`config.mk`:
```
export PLATFORM = sky130hd
export DESIGN_NAME = rmrc_div
export DESIGN_NICKNAME = d
export VERILOG_FILES = /design/src/sv/rmrc_pkg.sv /design/src/sv/rmrc_div.sv
export SDC_FILE = /design/constraint.sdc
export NUM_CORES = 1
export LEC_CHECK = 0
export BUFFER_PORTS_ARGS = -buffer_cell sky130_fd_sc_hd__buf_2
export CAP_MARGIN = 20
export CORE_AREA = 4 4 159 161
export CTS_BUF_LIST = sky130_fd_sc_hd__clkbuf_4 sky130_fd_sc_hd__clkbuf_8 sky130_fd_sc_hd__clkbuf_16
export DETAILED_ROUTE_END_ITERATION = 10
export DIE_AREA = 0 0 163 165
export GPL_ROUTABILITY_DRIVEN = 1
export SLEW_MARGIN = 30
export SYNTH_ARGS = -nofsm -noshare
export SYNTH_HDL_FRONTEND = slang
export SYNTH_SLANG_ARGS = --single-unit
```
`constraint.sdc`:
```
create_clock -name clk -period 3.3 [get_ports clk]
set_input_delay 0.66 -clock clk [delete_from_list [all_inputs] [get_ports clk]]
set_output_delay 0.66 -clock clk [all_outputs]
set_load 0.05 [all_outputs]
```
`src/sv/rmrc_pkg.sv`:
```
// Shared types, constants and helpers of the rate-match ratio control block.
package rmrc_pkg;

	localparam int FF_DEPTH_LOG2   = 14;
	localparam int PROP_DEPTH_LOG2 = 14;
	localparam int FF_DEPTH        = 1 << FF_DEPTH_LOG2;
	localparam int PROP_DEPTH      = 1 << PROP_DEPTH_LOG2;
	localparam int WIN_LOG2_MIN    = 4;
	localparam int WIN_LOG2_MAX    = 14;

	localparam int DIV_W     = 56;
	localparam int DIV_CNT_W = 6;
	localparam int DIVISOR_W = 32;

	localparam logic [31:0] ONE_Q24  = 32'd16777216;
	localparam logic [24:0] RATIO_LO = 25'd16106127;
	localparam logic [24:0] RATIO_HI = 25'd17448305;

	localparam logic [2:0] REG_FF_WIN    = 3'd0;
	localparam logic [2:0] REG_FF_MIN    = 3'd1;
	localparam logic [2:0] REG_PROP_WIN  = 3'd2;
	localparam logic [2:0] REG_PROP_MIN  = 3'd3;
	localparam logic [2:0] REG_NOMINAL   = 3'd4;
	localparam logic [2:0] REG_INV_NOM   = 3'd5;
	localparam logic [2:0] REG_SMOOTHING = 3'd6;
	localparam logic [2:0] REG_GAIN      = 3'd7;

	typedef struct packed {
		logic signed [14:0] rate_change;
		logic signed [15:0] fill_deviation;
	} in_word_t;

	typedef struct packed {
		logic [24:0]        resample_ratio;
		logic [31:0]        ff_estimate;
		logic signed [23:0] average_deviation;
	} out_word_t;

	typedef enum logic [4:0] {
		S_IDLE, S_RD, S_DIVS, S_DIV1, S_MA, S_MB, S_DIV2S, S_DIV2,
		S_CUR, S_SAT, S_SM1, S_SM2, S_SM3, S_T1, S_T2, S_T3, S_OUT
	} state_t;

	// clamp a window log2 register into the legal and ring-fitting range
	function automatic logic [3:0] win_log2(input logic [3:0] lg, input logic [3:0] depth_lg);
		logic [3:0] c;
		c = lg;
		if (c < 4'(WIN_LOG2_MIN)) c = 4'(WIN_LOG2_MIN);
		if (c > 4'(WIN_LOG2_MAX)) c = 4'(WIN_LOG2_MAX);
		if (c > depth_lg) c = depth_lg;
		return c;
	endfunction

endpackage

```
`src/sv/rmrc_div.sv`:
```
// Bit-serial restoring divider, one quotient bit per cycle.
module rmrc_div (
	input  logic                            clk,
	input  logic                            arst_n,
	input  logic                            start,
	input  logic [rmrc_pkg::DIV_W-1:0]      dividend,
	input  logic [rmrc_pkg::DIVISOR_W-1:0]  divisor,
	output logic                            done,
	output logic [rmrc_pkg::DIV_W-1:0]      quotient
);

	logic                              busy_q;
	logic                              done_q;
	logic [rmrc_pkg::DIV_CNT_W-1:0]    cnt_q;
	logic [rmrc_pkg::DIV_W-1:0]        quo_q;
	logic [rmrc_pkg::DIVISOR_W-1:0]    rem_q;
	logic [rmrc_pkg::DIVISOR_W-1:0]    div_q;
	logic [rmrc_pkg::DIVISOR_W:0]      rem_try;
	logic [rmrc_pkg::DIVISOR_W:0]      rem_sub;
	logic                              qbit;

	assign rem_try = {rem_q, quo_q[rmrc_pkg::DIV_W-1]};
	assign rem_sub = rem_try - {1'b0, div_q};
	assign qbit    = (rem_try >= {1'b0, div_q});

	always_ff @(posedge clk or negedge arst_n) begin
		if (!arst_n) begin
			busy_q <= 1'b0;
			done_q <= 1'b0;
			cnt_q  <= '0;
		end else begin
			done_q <= busy_q && (cnt_q == '0);
			if (start) begin
				busy_q <= 1'b1;
				cnt_q  <= rmrc_pkg::DIV_CNT_W'(rmrc_pkg::DIV_W - 1);
			end else if (busy_q) begin
				if (cnt_q == '0) busy_q <= 1'b0;
				cnt_q <= cnt_q - 1'b1;
			end
		end
	end

	// shift the dividend out at the top, the quotient in at the bottom
	always_ff @(posedge clk) begin
		if (start) begin
			quo_q <= dividend;
			rem_q <= '0;
			div_q <= divisor;
		end else if (busy_q) begin
			quo_q <= {quo_q[rmrc_pkg::DIV_W-2:0], qbit};
			rem_q <= qbit ? rem_sub[rmrc_pkg::DIVISOR_W-1:0] : rem_try[rmrc_pkg::DIVISOR_W-1:0];
		end
	end

	assign done     = done_q;
	assign quotient = quo_q;

endmodule

```
[Word level (Yosys, flattened, before mapping)]
Cells that the tools add are included.
Storage, ports and cells
  register bits after elaboration: 128
  latch bits: 0
  RAM bits: 0
  ROM bits: 0
  bits of input ports: 91
  output and inout port bits: 57
  word-level logic and storage cells: 20
  memories kept: 0
Operators by class
  add/subtract/negate cells: 2
  multiply operators: 0
  divide/modulo/power cells: 0
  magnitude comparators: 1
  equal/unequal tests: 0
  shift-type cells: 0
  multiplexer cells: 8
  bitwise logic cells: 0
  reduce and logical (&&, ||, !) cells: 3
Operators with widths (count)
  $mux W56: 2
  $ge A33 B32 Y1: 1
  $mux W32: 1
  $sub A32 B32 Y32: 1
  $mux W6: 2
  $logic_not A6 Y1: 1
  $sub A6 B1 Y6 const B: 1
  $mux W1: 3
  $reduce_bool A2 Y1: 1
  $logic_and A1 B1 Y1: 1

[Depth between registers and ports, before layout]
  depth in word-level cells: 4
  depth in mapped cells: 14
  mapped depth without buffers: 12

[Worst setup path after synthesis]
No wires, ideal clock.
  kind: register to register
  start point: register quo_q (netlist bit quotient[55])
  end point: register rem_q[31] in the netlist's numbering
  library setup time: 137 ps
  arrival time: 3017 ps
  setup slack: 145 ps
  cell stages (with the launch flop): 14
  buffers on the path: 2
  cells stage by stage: edfxtp_1 -> inv_1 -> ha_1 -> nor2b_1 -> o2111a_1 -> o21ai_1 -> and3b_4 -> or4_4 -> a2111oi_4 -> nand2b_1 -> buf_6 -> buf_12 -> mux2i_1 -> a211oi_1
On the way
  cells in the longest elaborated chain, start to end: 2
  elaborated cells on any way between the ends: 3
  those cells by class: add/sub: 1; order compare: 1; mux: 1
Ends and longest elaborated chain
  from (decl): RTL line rmrc_div.sv:15  | logic [rmrc_pkg::DIV_W-1:0] quo_q;
  from (signal assigned): RTL line rmrc_div.sv:46  | quo_q <= dividend;
  from (signal assigned): RTL line rmrc_div.sv:50  | quo_q <= {quo_q[rmrc_pkg::DIV_W-2:0], qbit};
  $sub A32 B32 Y32 / $ge A33 B32 Y1 (equally long branches): RTL line rmrc_div.sv:23, rmrc_div.sv:24
  $mux W32 *: RTL line rmrc_div.sv:51  | rem_q <= qbit ? rem_sub[rmrc_pkg::DIVISOR_W-1:0] : rem_try[rmrc_pkg::DIVISOR_W-1:0];
  to (signal assigned): RTL line rmrc_div.sv:51
  to (decl): RTL line rmrc_div.sv:16  | logic [rmrc_pkg::DIVISOR_W-1:0] rem_q;
Every way passes the cells marked *; elsewhere a longest branch is shown, timed or not.
A chain may end at the register's enable or synchronous reset.

[Final worst setup path]
  start point: register quo_q (netlist bit quotient[55])
  end point: register rem_q[9] in the netlist's numbering
The elaborated chain is that of the path after synthesis.

==> run summary <==
status = finished, final reports clean
Longest Clk Path Bufs = 2
top cells by area, synth = edfxtp_1 (37%), dfxtp_1 (9.1%), mux2_2 (8.9%), ha_1 (6.0%), mux2i_1 (3.7%)
die width = 163 µm
layout cells sized above 1 = 35.8%
Synthesis Warnings = 0
Clk Latency, worst-skew pair = 0.42 ns
hold_ws = 0.0872 ns
LEAKAGE = 0.00377 µW
GP Congestion = 0.879
Syn Nets = 760
Finish-stage setup viols = 0
clock period minus worst slack = 3.20 ns
PortBufs = 147
Post-Synth XOR/XNOR Area = 3.85%
CTS sink cnt = 128
Reg2Reg Launch Point = quotient[55]
largest area contributor in the netlist = edfxtp_1
crit start category = register
Simple-Gate Fraction of Synth Area = 10.9%
post-synthesis register bit count = 128
Setup CP Type = register to register
max-cap viol count = 0
Compound-Gate Fraction of Synth Area = 11.7%
worst vdd rail ir drop = 410 µV
TNS Setup = 0 ns
DR vias = 5411
Tcrit/Tclk final = 97.0%
DRT antenna net count = 0
drt total wl = 17.7 mm
proportion of synthesized area in mux cells = 12.6%
Mapped Cells = 634
Main synth FF type = edfxtp_1
Worst Path Arrival = 3.47 ns
async set-reset flop share out of synthesis = 6.25%
H-tree Lvls = 4
CP max FO = 4
initial antenna violation count = 1
Nets = 920
Total Die Area = 26900 µm²
largest net degree at the start of global routing = 68
top cell type's share of synthesized area = 37.5%
CP required = 3.57 ns
Placed Area = 8160 µm²
Post-synth EDFFs = 88
Worst-path clk slew = 0.06 ns
I/O Pins = 148
clock tree root buffer cell = clkbuf_16
WL per Instance = 15.6 µm
unrepaired setup endpoints after global routing = true
Layout Area Growth over Synthesis = 27.9%
final instance area = 9020 µm²
first-pass GRT wire length = 27.8 mm
Worst setup EP type = register
cts hold-fix bufs = 0
fmax = 0.312 GHz
HP Class = input pin to asynchronous set/reset pin
gr usage total = 13.0%
Detailed Routing Iterations Pass 1 = 7
cts bufs inserted = 17
HPWL Detailed = 12.7 mm
endpoints failing hold = 0
core area = 24000 µm²
DRC = 0
Mean Syn Cell Area = 11.1 µm²
ANT cells = 0
r2r endpoint = rem_q[9]
Slew Limit Headroom = 49.1%
Slew @ Worst Pin = 0.753 ns
GRT Residual Overflow = 0
synthesized cell area = 7050 µm²
cells on worst reg2reg path = 13
largest family of logic cells by synthesized area = multiplexers
Chip Height = 165 µm
Initial Util = 29.4%
adder-cell share of the synthesized area = 6.32%
number of cell rows = 57
synth unique cells = 64
DRT iter0 DRCs = 336
vias in the first global route = 5303
skew final = 0.00871 ns
PD cells = 799 nW/µm²
Vias/cell = 4.78
worst reg2reg setup slack = 0.1 ns
Seq/Total Area, Yosys = 49.4%
CTS tree = built
Pins Over Slew Limit = 0
[per-stage QoR]
stage	total power, µW	util [%]	setup WS [ns]	instances
detailed placement	4970	34.0	0.0878	1085
global route	7660	37.6	-0.0608	1131
CTS	6900	36.5	0.0692	1117
finish	7210	37.6	0.0984	1131
floorplan	4380	-	0.145	634
global placement	4960	34.0	0.171	1085
[placed cells by master (no fill, tap or decap), types with 21 or more instances in the layout]
cell type,netlist,routed
nor2_1,58,58
inv_1,45,44
a21oi_1,26,26
a211oi_1,30,29
nand2_1,38,37
mux2_2,56,56
dfxtp_1,32,32
ha_1,34,26
mux2i_1,26,22
edfxtp_1,88,88
xnor2_1,21,21
buf_2,3,146
[timing repair]
action / in CTS / in global routing
endpoints found under the setup margin: 0 / 31
gates resized for setup: 0 / 24
setup buffers: 0 / 11
[area by class of cell]
type,count,area (µm²)
fillers,2423,14900
inverters,45,169
well taps,324,405
flip-flops and latches,128,3480
multi-input cells,426,3290
clock buffers,17,425
repair buffers,176,1080
clock inverters,15,166
[state kept, by name, indices dropped and copies added (netlist names)]
name / count
busy_q: 1
cnt_q: 6
div_q: 32
done: 1
quotient: 56
rem_q: 32
[logic make-up after synthesis]
logic type,count (synthesis)
and+or+nand+nor,161
buffers and inverters,80
muxes,82
adders and majority gates,35
xor gates and xnor gates,31
AOI/OAI and AO/OA,117
DFF,128
[synthesized netlist by cell type, types with 3 or more instances]
master	instances
o31ai_1	3
and2_1	3
inv_1	45
o21ai_0	12
o311ai_0	3
nand3_1	11
clkbuf_1	20
a31oi_1	4
a21oi_1	26
buf_2	3
dfrtp_1	8
nand4_1	9
nor3_1	13
mux2_2	56
nor2_1	58
nor2b_1	3
buf_1	6
edfxtp_1	88
o21a_1	4
nand2_1	38
mux2i_1	26
nor4_1	7
xnor2_1	21
a211oi_1	30
dfxtp_1	32
a311oi_1	4
ha_1	34
nand2b_1	4
a21o_1	8
xor2_1	10
[worst max path at each step]
stage | from | to | slack [ns] | cells past startpoint
after global routing | quotient[55] | rem_q[31] | -0.06 | 13
final | quotient[55] | rem_q[9] | 0.1 | 13
after global placement | div_q[1] | rem_q[10] | 0.17 | 12
after CTS | div_q[1] | rem_q[2] | 0.07 | 12
after detailed placement | div_q[1] | rem_q[2] | 0.09 | 12
after floorplan | quotient[55] | rem_q[31] | 0.15 | 13
[metal layers]
layer  global-route usage [%]  vias to the layer above  wire, µm
met2                     20.6                      165      8170
met1                     16.5                     2564      7860
met3                     4.97                       22      1420
met4                     3.89                        2       223
li1                         -                     2658         -
met5                        0                        -         7
[power breakdown]
group	total, µW	leakage [µW]	switching (µW)	internal [µW]
clock	1890	0.000290	814	1080
sequential	2230	0.00125	213	2020
combinational	3090	0.00223	1700	1390
[worst max-delay path, cell delays in order (launching register included)]
cell and delay (ns):
edfxtp_1 0.39, inv_1 0.06, ha_1 0.25, nor2b_4 0.13, o2111a_1 0.25, o21ai_2 0.09, and3b_4 0.20, or4_4 0.50
a2111oi_4 0.38, nand2b_4 0.25, buf_6 0.14, clkbuf_16 0.14, mux2i_1 0.19, a211oi_1 0.08
Power figures use the tool's default switching activity.
